[config.mk]
export PLATFORM = sky130hd
export DESIGN_NAME = esn_ctrl
export DESIGN_NICKNAME = d
export VERILOG_FILES = /design/src/rtl/core/esn_pkg.sv /design/src/rtl/core/esn_ctrl.sv
export SDC_FILE = /design/constraint.sdc
export NUM_CORES = 1
export LEC_CHECK = 0
export BUFFER_PORTS_ARGS = -buffer_cell sky130_fd_sc_hd__buf_2
export CAP_MARGIN = 15
export CELL_PAD_IN_SITES_DETAIL_PLACEMENT = 0
export CELL_PAD_IN_SITES_GLOBAL_PLACEMENT = 1
export CORE_ASPECT_RATIO = 0.75
export CORE_MARGIN = 10
export CORE_UTILIZATION = 31
export DETAILED_ROUTE_END_ITERATION = 16
export PLACE_DENSITY_LB_ADDON = 0.1
export SYNTH_ARGS = -nofsm -noshare
export SYNTH_HDL_FRONTEND = slang
export SYNTH_SLANG_ARGS = --single-unit
[constraint.sdc]
create_clock -name clk -period 1.4 [get_ports clk]
set_input_delay 0.28 -clock clk [delete_from_list [all_inputs] [get_ports clk]]
set_output_delay 0.28 -clock clk [all_outputs]
set_load 0.01 [all_outputs]
[src/rtl/core/esn_pkg.sv]
// ----------------------------------------------------------------------------
// esn_pkg
// Shared types and constants for the eventual-safe-node finder.
// ----------------------------------------------------------------------------
package esn_pkg;

	// Fixed field widths of the stream and configuration ports
	localparam int NODE_W   = 6;   // node index on the ports
	localparam int CNT_W    = 7;   // node count register
	localparam int S_DATA_W = 16;  // from_node, to_node packed in the low 12 bits
	localparam int M_DATA_W = 8;   // safe_node packed to a byte

	localparam logic CMD_ADD_EDGE = 1'b0;
	localparam logic CMD_RUN      = 1'b1;

	typedef enum logic [2:0] {
		ST_IDLE,
		ST_EDGE_RD,
		ST_EDGE_WR,
		ST_COUNT,
		ST_INIT,
		ST_SWEEP,
		ST_EMIT,
		ST_CLEAR
	} esn_state_t;

	// Controller to datapath
	typedef struct packed {
		logic load_edge;    // capture edge fields of an accepted add
		logic run_start;    // zero the degree counters
		logic edge_rd;      // read the destination row
		logic edge_wr;      // write the destination row back with the new bit
		logic cnt_issue;    // read row idx for degree counting
		logic init;         // seed safe and pending flags from zero degrees
		logic sweep_issue;  // read row idx, peel it if pending
		logic push_node;    // load a safe node result
		logic push_none;    // load the no-safe-node result
		logic clear;        // drop the graph and run flags
	} esn_cmd_t;

	// Datapath to controller
	typedef struct packed {
		logic at_end;     // idx has reached the node count
		logic pend_hit;   // node idx waits to be peeled
		logic safe_hit;   // node idx is safe
		logic safe_none;  // no node is safe
		logic safe_last;  // no safe node above idx
		logic out_free;   // result register can take a result this cycle
	} esn_status_t;

endpackage

[src/rtl/core/esn_ctrl.sv]
// ----------------------------------------------------------------------------
// esn_ctrl
// Sequencer for edge loads and the count, peel, emit and clear phases.
// ----------------------------------------------------------------------------
module esn_ctrl
	import esn_pkg::*;
#(
	parameter int MAX_NODES = 64
) (
	input  logic                           clk,
	input  logic                           arst_n,
	input  logic                           in_valid,
	input  logic                           in_command,
	output logic                           in_ready,
	input  esn_status_t                    sts,
	output esn_cmd_t                       cmd,
	output logic [$clog2(MAX_NODES+1)-1:0] idx
);

	localparam int IW = $clog2(MAX_NODES + 1);

	esn_state_t    state_q, state_d;
	logic [IW-1:0] idx_q, idx_d;
	logic          any_q, any_d;

	assign idx = idx_q;

	// State and scan registers
	always_ff @(posedge clk or negedge arst_n) begin
		if (!arst_n) begin
			state_q <= ST_IDLE;
			idx_q   <= '0;
			any_q   <= 1'b0;
		end else begin
			state_q <= state_d;
			idx_q   <= idx_d;
			any_q   <= any_d;
		end
	end

	// Next state and commands
	always_comb begin
		state_d  = state_q;
		idx_d    = idx_q;
		any_d    = any_q;
		cmd      = '0;
		in_ready = 1'b0;
		unique case (state_q)
			ST_IDLE: begin
				in_ready = 1'b1;
				idx_d    = '0;
				if (in_valid) begin
					if (in_command == CMD_RUN) begin
						cmd.run_start = 1'b1;
						state_d       = ST_COUNT;
					end else begin
						cmd.load_edge = 1'b1;
						state_d       = ST_EDGE_RD;
					end
				end
			end
			ST_EDGE_RD: begin
				cmd.edge_rd = 1'b1;
				state_d     = ST_EDGE_WR;
			end
			ST_EDGE_WR: begin
				cmd.edge_wr = 1'b1;
				state_d     = ST_IDLE;
			end
			// One row per cycle; the last row is summed while idx sits at the end
			ST_COUNT: begin
				if (sts.at_end) begin
					state_d = ST_INIT;
				end else begin
					cmd.cnt_issue = 1'b1;
					idx_d         = idx_q + 1'b1;
				end
			end
			ST_INIT: begin
				cmd.init = 1'b1;
				idx_d    = '0;
				any_d    = 1'b0;
				state_d  = ST_SWEEP;
			end
			// Repeat sweeps until one of them peels nothing
			ST_SWEEP: begin
				if (sts.at_end) begin
					idx_d = '0;
					any_d = 1'b0;
					if (!any_q) begin
						state_d = ST_EMIT;
					end
				end else begin
					cmd.sweep_issue = 1'b1;
					any_d           = any_q | sts.pend_hit;
					idx_d           = idx_q + 1'b1;
				end
			end
			ST_EMIT: begin
				priority if (sts.safe_none) begin
					if (sts.out_free) begin
						cmd.push_none = 1'b1;
						state_d       = ST_CLEAR;
					end
				end else if (sts.safe_hit) begin
					if (sts.out_free) begin
						cmd.push_node = 1'b1;
						idx_d         = idx_q + 1'b1;
						if (sts.safe_last) begin
							state_d = ST_CLEAR;
						end
					end
				end else begin
					idx_d = idx_q + 1'b1;
				end
			end
			ST_CLEAR: begin
				cmd.clear = 1'b1;
				state_d   = ST_IDLE;
			end
			default: begin
				state_d = ST_IDLE;
			end
		endcase
	end

endmodule

Word-level counts from Yosys, hierarchy flattened
Index checks and enable logic that the tools add are counted.
- bits in registers: 11
- bits of input ports: 10
- output and inout port bits: 18
- logic and storage cells: 65
- add/subtract/negate cells: 1
- equality and inequality tests: 17
- mux-type cells: 36
- bitwise logic cells: 1
- reductions and logical operators: 7
- operators by type and width (cell ; count):
    7-bit two-way mux ; 5
    7-bit case mux with 4 select lines ; 1
    3-bit two-way mux ; 9
    3-bit case mux with 7 select lines ; 1
    1-bit two-way mux ; 15
    3-bit equality test, second input constant ; 4
    2-bit inequality test, second input constant ; 6
    3-bit inequality test, second input constant ; 4
    2-bit two-way mux ; 4
    8-bit AND reduction ; 1
    7-bit by 1-bit adder with 7-bit output, second input constant ; 1
    3-bit by 2-bit equality test with 1-bit output, second input constant ; 2
    4-bit AND reduction ; 1
    4-bit nonzero test ; 1
    2-bit OR reduction ; 2
    3-bit by 1-bit equality test with 1-bit output, second input constant ; 1
    3-bit logical NOT ; 1
    1-bit case mux with 2 select lines ; 1
    2-bit nonzero test ; 1
    1-bit bitwise OR ; 1

Depth between registers and ports, before layout
Gate-level depths: netlist of the first run.
- word-level depth: 5
- mapped depth: 5
- gate-level depth less buffers: 4

Worst setup path before layout of the first run
No wires, ideal clock.
- kind: register to output
- start point: register state_q[0]
- end point: output port cmd[2] (netlist name)
- arrival time: 1.178 ns
- data required time: 1.120 ns
- setup slack: -0.058 ns
- cell stages (with the launch flop): 5
- buffers on the path: 1
- cell sequence: dfrtp_1 -> clkbuf_1 -> inv_1 -> nand4_1 -> nor3b_1
- RTL lines (item ; RTL line ; source):
    start, declared ; esn_ctrl.sv:22 ; esn_state_t state_q, state_d;
    start signal, assigned ; esn_ctrl.sv:35 ; state_q <= state_d;
    end, declared ; esn_ctrl.sv:16 ; output esn_cmd_t cmd,

==> run_results.csv, run 1 <==
group,metric,value,unit
pwr,power.share.clock,10.6,%
yosys,synth_ff_type,"dfrtp_1",
floorplanning,rows,15,
clock_network,clock-root-buffer,"clkbuf_4",
route,drtIter0Drc,37,
final_layout,final_cell_area,1150,um2
floorplanning,fp.dieH,62.8,um
pwr,p_sw_share,42.1,%
clock_network,clock_sinks,11,
route,drc,0,
placed_design,placed_cell_area,1010,um2
pwr,power.internal,0.00122,W
timing,finalSetupViolCount,18,
clock_network,clk_pin_slew,0.07,ns
timing,grt_setup_unrepaired,"yes",
critical_path,cp-start-kind,"register",
timing,max_slew_margin,74.5,%
route,wl,2.20,mm
final_layout,drive_above_1_share,45.2,%
critical_path,cp.required,1.12,ns
global_routing,grt_pass1_wl,3.66,mm
yosys,synth_cells,89,
global_routing,grt_pass1_vias,787,
job,cap_viol_max_count,0,
pwr,power_switching,0.000887,W
yosys,ys_ff_latch,11,
critical_path,cp-end-kind,"output port",
yosys,synth_area,757,um2
yosys,ys_seq_area_share,36.4,%
pwr,p_per_area,1830,nW/um2
timing,worst_slew_pin_slew,0.383,ns
floorplanning,ioPinCount,28,
global_routing,grt-ovfl-total,0,
timing,worst_slack,-0.230,ns
route,drtPass1Iterations,4,
route,wl_per_cell,13.0,um
timing,finalHoldViolCount,0,
clock_network,cts_buffers,3,
final_layout,fin_nets,147,
yosys,ys_async_sr_fraction,100,%
clock_network,clkLatencyLatePin,0.27,ns
pwr,ir_worst_vdd,0.000790,V
critical_path,reg2reg_slack,-0.11,ns
outcome,violations,"negative setup slack",
final_layout,area_delta_synth_final,52.1,%
placed_design,gp_congestion,0.800,
critical_path,path_max_fanout,4,
placed_design,port_buffers,27,
final_layout,num_antenna_cells,0,
outcome,run_status,"finished with violations",
global_routing,grt_max_degree,13,
floorplanning,start_util,32.8,%
pwr,power,0.00211,W
timing,fin_worst_skew,0.00387,ns
timing,slew_viol_final,0,
global_routing,antenna_found_initial,0,
timing,min_period,1.63,ns
floorplanning,core-area,2310,um2
yosys,yosys_warnings,0,
placed_design,place_inst,157,
floorplanning,chipWidth,77.1,um
global_routing,track_usage,8.74,%
yosys,syn-mean-instance-area,8.51,um2
worst_hold_path,hold_path.class,"input port to register",
clock_network,htree_levels,1,
critical_path,crit_type,"register to output port",
route,vias,795,
yosys,synth_nets,100,
yosys,synth_cell_types,30,
final_layout,final_cells,169,
timing,clock.fmax,614,MHz
route,ant_nets,0,
placed_design,hpwlAfterDp,1.69,mm
pwr,p_comb_share,64.6,%
clock_network,tritoncts,"built",
critical_path,worst_ep_arrival_time,1.35,ns
route,viasPerCell,4.70,
clock_network,cts_buffer_depth,2,
timing,period_share,116,%
pwr,seqPwrFrac,24.8,%
yosys,synth_edf_count,0,
floorplanning,dieArea,4840,um2
pwr,p_leak,0.586,nW
==> state kept, by name, summed over array words and instances (netlist names) <==
signal	count
any_q	1
state_q	3
idx	7
==> cell families after synthesis <==
family,synth area share (%)
flops,36.4
fa+ha+maj,1.65
buf+inv,3.97
compound gates,15.2
mux,7.93
simple gates,34.9
==> repair_timing <==
| item | 4_1_cts | 5_1_grt |
|---|---|---|
| buffers inserted | 6 | 1 |
| gates cloned | 0 | 0 |
| hold buffers | 1 | 0 |
| pin swaps | 6 | 3 |
| endpoints found under the setup margin | 18 | 18 |
| resized for setup | 10 | 4 |
| hold endpoints to repair | 11 | 0 |
==> worst max-delay path, cell delays in order (launching register included) <==
cell	delay, ns
dfrtp_1	0.42
buf_4	0.15
and4bb_1	0.23
buf_4	0.15
buf_2	0.13
==> area by class of cell <==
class	count	area, um2
sequential	11	278
tap	34	42.5
clock buffer	4	26.3
timing repair buffer	46	292
inverter	4	15.0
multi-input combinational	70	498
fill	233	1160
==> per-layer routing <==
layer,track usage [%],up-vias,share of wire (%),wire length (um)
li1,-,406,-,-
met1,11.8,363,50,1100
met2,12.9,26,42,924
met3,4.31,0,8.1,178
met4,0,0,0,0
met5,0,-,0,0
==> power groups by stage <==
stage	combinational, W	clock, W	sequential, W
after floorplan	0.000683	0	0.000505
after global placement	0.00110	0	0.000517
after detailed placement	0.00111	0	0.000519
after CTS	0.00133	0.000228	0.000510
after global routing	0.00149	0.000244	0.000539
final	0.00136	0.000223	0.000522
==> through the flow <==
stage	TNS [ns]	hold slack (ns)	util, %	worst slack (ns)
after floorplan	0	-0.0156	-	0.0117
after global placement	-0.287	0.168	43.6	-0.0681
after detailed placement	-0.407	0.168	43.6	-0.0902
after CTS	-2.36	0.277	48.9	-0.232
after global routing	-3.62	0.279	49.9	-0.300
final	-2.33	0.277	49.9	-0.230
==> path summary, 6_finish.rpt <==
kind,start,endpoint,depth (start not counted)
setup / recovery,state_q[0],cmd[5],4
hold / removal,sts[4],any_q,3
max in group asynchronous,arst_n,state_q[2],2
setup reg to reg,state_q[1],idx[6],6
min in group asynchronous,arst_n,idx[2],2
hold reg to reg,idx[6],idx[6],2
==> synth_stat cells (all sizes together), types with 2 or more instances <==
| cell type | instances | area [um2] |
|---|---|---|
| and2 | 2 | 12.5 |
| inv | 4 | 15.0 |
| nor3b | 3 | 22.5 |
| and3 | 2 | 12.5 |
| dfrtp | 11 | 275 |
| a21oi | 6 | 30.0 |
| o21ai | 4 | 20.0 |
| nand2b | 8 | 50.1 |
| clkbuf | 4 | 15.0 |
| mux2i | 6 | 60.1 |
| nor2b | 2 | 12.5 |
| nand3b | 2 | 15.0 |
| a21o | 2 | 15.0 |
| nand3 | 2 | 10.0 |
| nand2 | 12 | 47.6 |
| nand4 | 2 | 12.5 |
| nor2 | 4 | 15.0 |
| nor3 | 3 | 26.3 |
==> cell usage in the layout (no fill, tap or decap), types with 3 or more instances in the layout <==
cell type	count
inv_1	3
clkbuf_4	3
dfrtp_1	9
nand2b_1	7
nand2_1	11
a21oi_1	6
mux2i_1	6
nor3b_2	3
o21ai_0	4
nor2_1	4
buf_4	15
buf_6	3
buf_2	27
No activity file was read; power rests on OpenSTA's default activity.
==> run 2, diff against run 1 <==
--- a/config.mk
+++ b/config.mk
@@ -13,7 +13,9 @@
 export CORE_MARGIN = 10
 export CORE_UTILIZATION = 31
 export DETAILED_ROUTE_END_ITERATION = 16
-export PLACE_DENSITY_LB_ADDON = 0.1
+export GPL_TIMING_DRIVEN = 0
+export HOLD_SLACK_MARGIN = 0.12
+export PLACE_DENSITY = 0.71
 export SYNTH_ARGS = -nofsm -noshare
 export SYNTH_HDL_FRONTEND = slang
 export SYNTH_SLANG_ARGS = --single-unit
==> run_results.csv, run 2 (synthesized netlist as in run 1, its figures left out) <==
group,metric,value,unit
outcome,run_status,"finished with violations",
outcome,violations,"negative setup slack",
pwr,p_per_area,1880,nW/um2
pwr,p_leak,0.583,nW
worst_hold_path,hold_end,"any_q",
final_layout,final_cell_area,1230,um2
critical_path,r2r-end,"idx[4]",
timing,clock.fmax,613,MHz
critical_path,reg2reg_slack,-0.13,ns
pwr,power,0.00231,W
worst_hold_path,min_from,"sts[4]",
clock_network,clock-root-buffer,"clkbuf_4",
global_routing,grt_pass1_vias,768,
global_routing,busiest_layer,"met2",
critical_path,path_delay_family,"flip-flops",
job,cap_viol_max_count,0,
critical_path,cp-start-kind,"register",
route,wl,2.30,mm
timing,grt_setup_unrepaired,"yes",
critical_path,path_buf_inv,3,
route,wl_per_cell,13.9,um
critical_path,cp-end-kind,"output port",
global_routing,antenna_found_initial,0,
global_routing,met3_usage,3.16,%
critical_path,worstPathCellList,"clkbuf_8 > clkinv_4 > nand4_1 > nor3b_2 > buf_2",
critical_path,path_max_fanout,3,
global_routing,grt_max_degree,12,
clock_network,tritoncts,"built",
floorplanning,dieArea,4840,um2
placed_design,placed_cell_area,940,um2
timing,worst_slew_pin_slew,0.383,ns
floorplanning,chipWidth,77.1,um
floorplanning,fp.dieH,62.8,um
worst_hold_path,holdPathStages,3,
global_routing,met2_usage,13.4,%
clock_network,cts_buffers,3,
critical_path,r2r-start,"state_q[1]",
clock_network,clkLatencyLatePin,0.28,ns
critical_path,critical-path-max-stage-delay,0.40,ns
clock_network,clk_pin_slew,0.08,ns
timing,worst_slack,-0.232,ns
global_routing,gr-usage-met1,11.7,%
route,viasPerCell,4.95,
placed_design,port_buffers,27,
critical_path,rr_worst_depth,6,
floorplanning,core-area,2310,um2
timing,fin_worst_skew,0.00706,ns
timing,slew_viol_final,0,
route,drtPass1Iterations,4,
global_routing,grt_pass1_wl,3.69,mm
timing,finalHoldViolCount,0,
clock_network,htree_levels,1,
global_routing,track_usage,8.96,%
clock_network,cts_buffer_depth,2,
route,drc,0,
pwr,ir_worst_vdd,0.000793,V
timing,max_slew_margin,74.5,%
timing,finalSetupViolCount,17,
timing,min_period,1.63,ns
worst_hold_path,hold_path.class,"input port to register",
final_layout,fin_nets,144,
final_layout,final_cell_mix,"buf_2 (25), nand2_1 (11), buf_6 (9), dfrtp_1 (9)",
timing,period_share,117,%
clock_network,clock_sinks,11,
placed_design,place_ws,-0.271,ns
floorplanning,rows,15,
final_layout,largest_reg_flops,7,
final_layout,fillers,210,
critical_path,cp_slowest_cell,"dfrtp_1",
critical_path,crit_type,"register to output port",
floorplanning,start_util,32.8,%
final_layout,area_delta_synth_final,62.0,%
floorplanning,ioPinCount,28,
final_layout,final_common_cell,"buf_2",
global_routing,grt-ovfl-total,0,
route,drtIter0Drc,37,
timing,whs,0.262,ns
final_layout,num_antenna_cells,0,
critical_path,worst_ep_arrival_time,1.35,ns
route,ant_nets,0,
placed_design,hpwlAfterDp,1.61,mm
final_layout,drive_above_1_share,51.5,%
placed_design,gp_congestion,0.754,
route,vias,822,
critical_path,cp.required,1.12,ns
-- run 2: per-layer routing --
metal	share of wire, %	vias up
met5	0	-
met4	0.74	0
met3	5.1	3
met2	45	20
met1	49	391
li1	-	408
-- run 2: how the worst max path moves through the flow --
stage          startpoint     end  slack [ns]  depth (start not counted)
3_5_place_dp   state_q[0]  cmd[2]       -0.27                          5
4_1_cts        state_q[0]  cmd[2]       -0.29                          5
3_3_place_gp   state_q[0]  cmd[2]       -0.22                          5
2_1_floorplan  state_q[0]  cmd[3]        0.01                          3
6_report       state_q[0]  cmd[2]       -0.23                          5
5_1_grt        state_q[0]  cmd[2]       -0.33                          5
-- run 2: worst reg2reg max path, cell delays in order, from the launching register on --
cell,delay [ns]
dfrtp_2,0.45
buf_6,0.13
and4bb_2,0.26
nor3_4,0.24
buf_6,0.17
a21oi_2,0.06
mux2i_1,0.11
-- run 2: layout make-up --
class                      instances  area (um2)  share of cell area, %
buffer                             3        36.3                   2.96
clock buffer                       3        22.5                   1.84
clock inverter                     1        5.00                  0.408
inverter                           4        20.0                   1.63
multi-input combinational         70         556                   45.3
sequential                        11         278                   22.7
tap                               34        42.5                   3.47
timing repair buffer              40         267                   21.7
-- run 2: through the flow --
step                std cells  TNS, ns  utilization [%]
finish                    166    -2.50             53.1
global route              166    -3.54             53.1
CTS                       162    -2.38             48.3
detailed placement        150    -1.30             40.7
global placement          150    -1.15             40.7
floorplan                  89        0                -
-- run 2: repair_timing --
action	CTS	global route
endpoints found under the setup margin	20	18
pin swaps	7	5
resized for setup	25	19
hold buffers	1	0
hold endpoints to repair	11	0
buffers inserted	7	5
-- run 2: power breakdown --
group / switching [W] / internal [W] / total [W]
sequential: 0.0000954 / 0.000414 / 0.000509
clock: 0.000118 / 0.000106 / 0.000224
combinational: 0.000789 / 0.000785 / 0.00157
==> run 3, diff against run 2 <==
--- a/config.mk
+++ b/config.mk
@@ -11,11 +11,11 @@
 export CELL_PAD_IN_SITES_GLOBAL_PLACEMENT = 1
 export CORE_ASPECT_RATIO = 0.75
 export CORE_MARGIN = 10
-export CORE_UTILIZATION = 31
+export CORE_UTILIZATION = 34
 export DETAILED_ROUTE_END_ITERATION = 16
 export GPL_TIMING_DRIVEN = 0
 export HOLD_SLACK_MARGIN = 0.12
-export PLACE_DENSITY = 0.71
+export PLACE_DENSITY = 0.74
 export SYNTH_ARGS = -nofsm -noshare
 export SYNTH_HDL_FRONTEND = slang
 export SYNTH_SLANG_ARGS = --single-unit
==> constraint.sdc (replaced) <==
create_clock -name clk -period 1.55 [get_ports clk]
set_input_delay 0.31 -clock clk [delete_from_list [all_inputs] [get_ports clk]]
set_output_delay 0.31 -clock clk [all_outputs]
set_load 0.01 [all_outputs]
==> run_results.csv, run 3 (synthesized netlist as in run 1, its figures left out) <==
group,metric,value,unit
outcome,violations,"negative setup slack",
timing,max_slew_margin,75.0,%
clock_network,cts_buffer_depth,2,
timing,slew_viol_final,0,
outcome,run_status,"finished with violations",
floorplanning,start_util,36.6,%
placed_design,placed_cell_area,922,um2
global_routing,antenna_found_initial,0,
final_layout,largest_reg_flops,7,
timing,worst_slack,-0.143,ns
critical_path,worst_ep_arrival_time,1.38,ns
floorplanning,fp.dieH,60.9,um
floorplanning,ioPinCount,28,
clock_network,htree_levels,1,
job,cap_viol_max_count,0,
global_routing,grt_max_degree,12,
global_routing,grt_pass1_wl,3.78,mm
timing,worst_slew_pin_slew,0.375,ns
clock_network,tritoncts,"built",
placed_design,port_buffers,27,
placed_design,place_inst,140,
route,drc,0,
timing,clock.fmax,591,MHz
critical_path,cp-start-kind,"register",
final_layout,drive_above_1_share,55.1,%
route,viasPerCell,5.00,
critical_path,cp-end-kind,"output port",
final_layout,final_cells,162,
route,ant_nets,0,
clock_network,clkLatencyLatePin,0.27,ns
clock_network,clk_pin_slew,0.07,ns
final_layout,final_cell_area,1300,um2
timing,finalSetupViolCount,17,
global_routing,grt-ovfl-total,0,
final_layout,post-route-util,63.0,%
final_layout,final_cell_mix,"buf_2 (25), nand2_1 (11), buf_4 (10)",
route,drtIter0Drc,39,
route,drtPass1Iterations,4,
worst_hold_path,hold_path.class,"input port to register",
timing,fin_worst_skew,0.000832,ns
floorplanning,rows,14,
floorplanning,dieArea,4530,um2
timing,min_period,1.69,ns
pwr,p_leak,0.622,nW
placed_design,gp_congestion,0.777,
route,vias,810,
critical_path,cp.required,1.24,ns
final_layout,fillers,170,
pwr,ir_worst_vdd,0.000813,V
global_routing,grt_pass1_vias,791,
timing,finalHoldViolCount,0,
final_layout,num_antenna_cells,0,
timing,grt_setup_unrepaired,"yes",
final_layout,final_common_cell,"buf_2",
timing,period_share,109,%
floorplanning,chipWidth,74.5,um
clock_network,clock-root-buffer,"clkbuf_4",
critical_path,path_max_fanout,6,
final_layout,area_delta_synth_final,71.9,%
placed_design,place_ws,-0.101,ns
global_routing,track_usage,10.5,%
route,wl_per_cell,15.1,um
floorplanning,core-area,2070,um2
clock_network,clock_sinks,11,
placed_design,hpwlAfterDp,1.62,mm
critical_path,crit_type,"register to output port",
pwr,p_per_area,1760,nW/um2
clock_network,cts_buffers,3,
route,wl,2.44,mm
final_layout,fin_nets,150,
==> run 3: path summary, 6_finish.rpt <==
| check | endpoint | startpoint | cells after the start | slack [ns] |
|---|---|---|---|---|
| min | any_q | sts[4] | 3 | 0.30 |
| max | cmd[8] | state_q[1] | 4 | -0.14 |
| min in group asynchronous | idx[4] | arst_n | 2 | 0.44 |
| max reg2reg | idx[1] | state_q[0] | 7 | -0.06 |
| max in group asynchronous | state_q[2] | arst_n | 2 | 0.89 |
| min reg2reg | any_q | any_q | 2 | 0.54 |
==> run 3: critical path, stage by stage, from the launching register on <==
cell      delay (ns)
dfrtp_2         0.47
buf_6           0.14
nand2b_4        0.15
nor4b_2         0.19
buf_2           0.16
==> run 3: through the flow <==
step / power, W / setup TNS [ns] / hold WS, ns
after floorplan: 0.00107 / 0 / 0.0144
after global placement: 0.00133 / -0.145 / 0.199
after detailed placement: 0.00134 / -0.159 / 0.199
after CTS: 0.00192 / -0.605 / 0.294
after global routing: 0.00248 / -2.11 / 0.316
final: 0.00229 / -0.992 / 0.301
==> run 3: layer usage <==
metal	wire, um	global-route usage [%]
met1	1070	12.8
met2	1170	17.1
met3	198	4.40
met4	0	1.61
met5	0	0
==> run 3: area by class of cell <==
| cell class | count | area [um2] | area share [%] |
|---|---|---|---|
| plain buffers | 3 | 43.8 | 3.37 |
| clock buffers | 3 | 22.5 | 1.73 |
| clock inverters | 1 | 5.00 | 0.385 |
| inverters | 4 | 20.0 | 1.54 |
| multi-input cells | 70 | 571 | 43.8 |
| flip-flops and latches | 11 | 278 | 21.3 |
| well taps | 24 | 30.0 | 2.31 |
| repair buffers | 46 | 332 | 25.5 |
==> run 3: repair_timing <==
item,in CTS,in global routing
hold buffers,1,0
endpoints found under the hold margin,11,0
buffers inserted,7,11
pin swaps,5,8
resized for setup,27,21
endpoints found under the setup margin,11,18
==> run 3: power by group <==
group	leakage, nW	internal, W	switching [W]	total [W]
clock	0.0177	0.0000955	0.000101	0.000196
sequential	0.143	0.000374	0.0000955	0.000469
combinational	0.462	0.000868	0.000761	0.00163
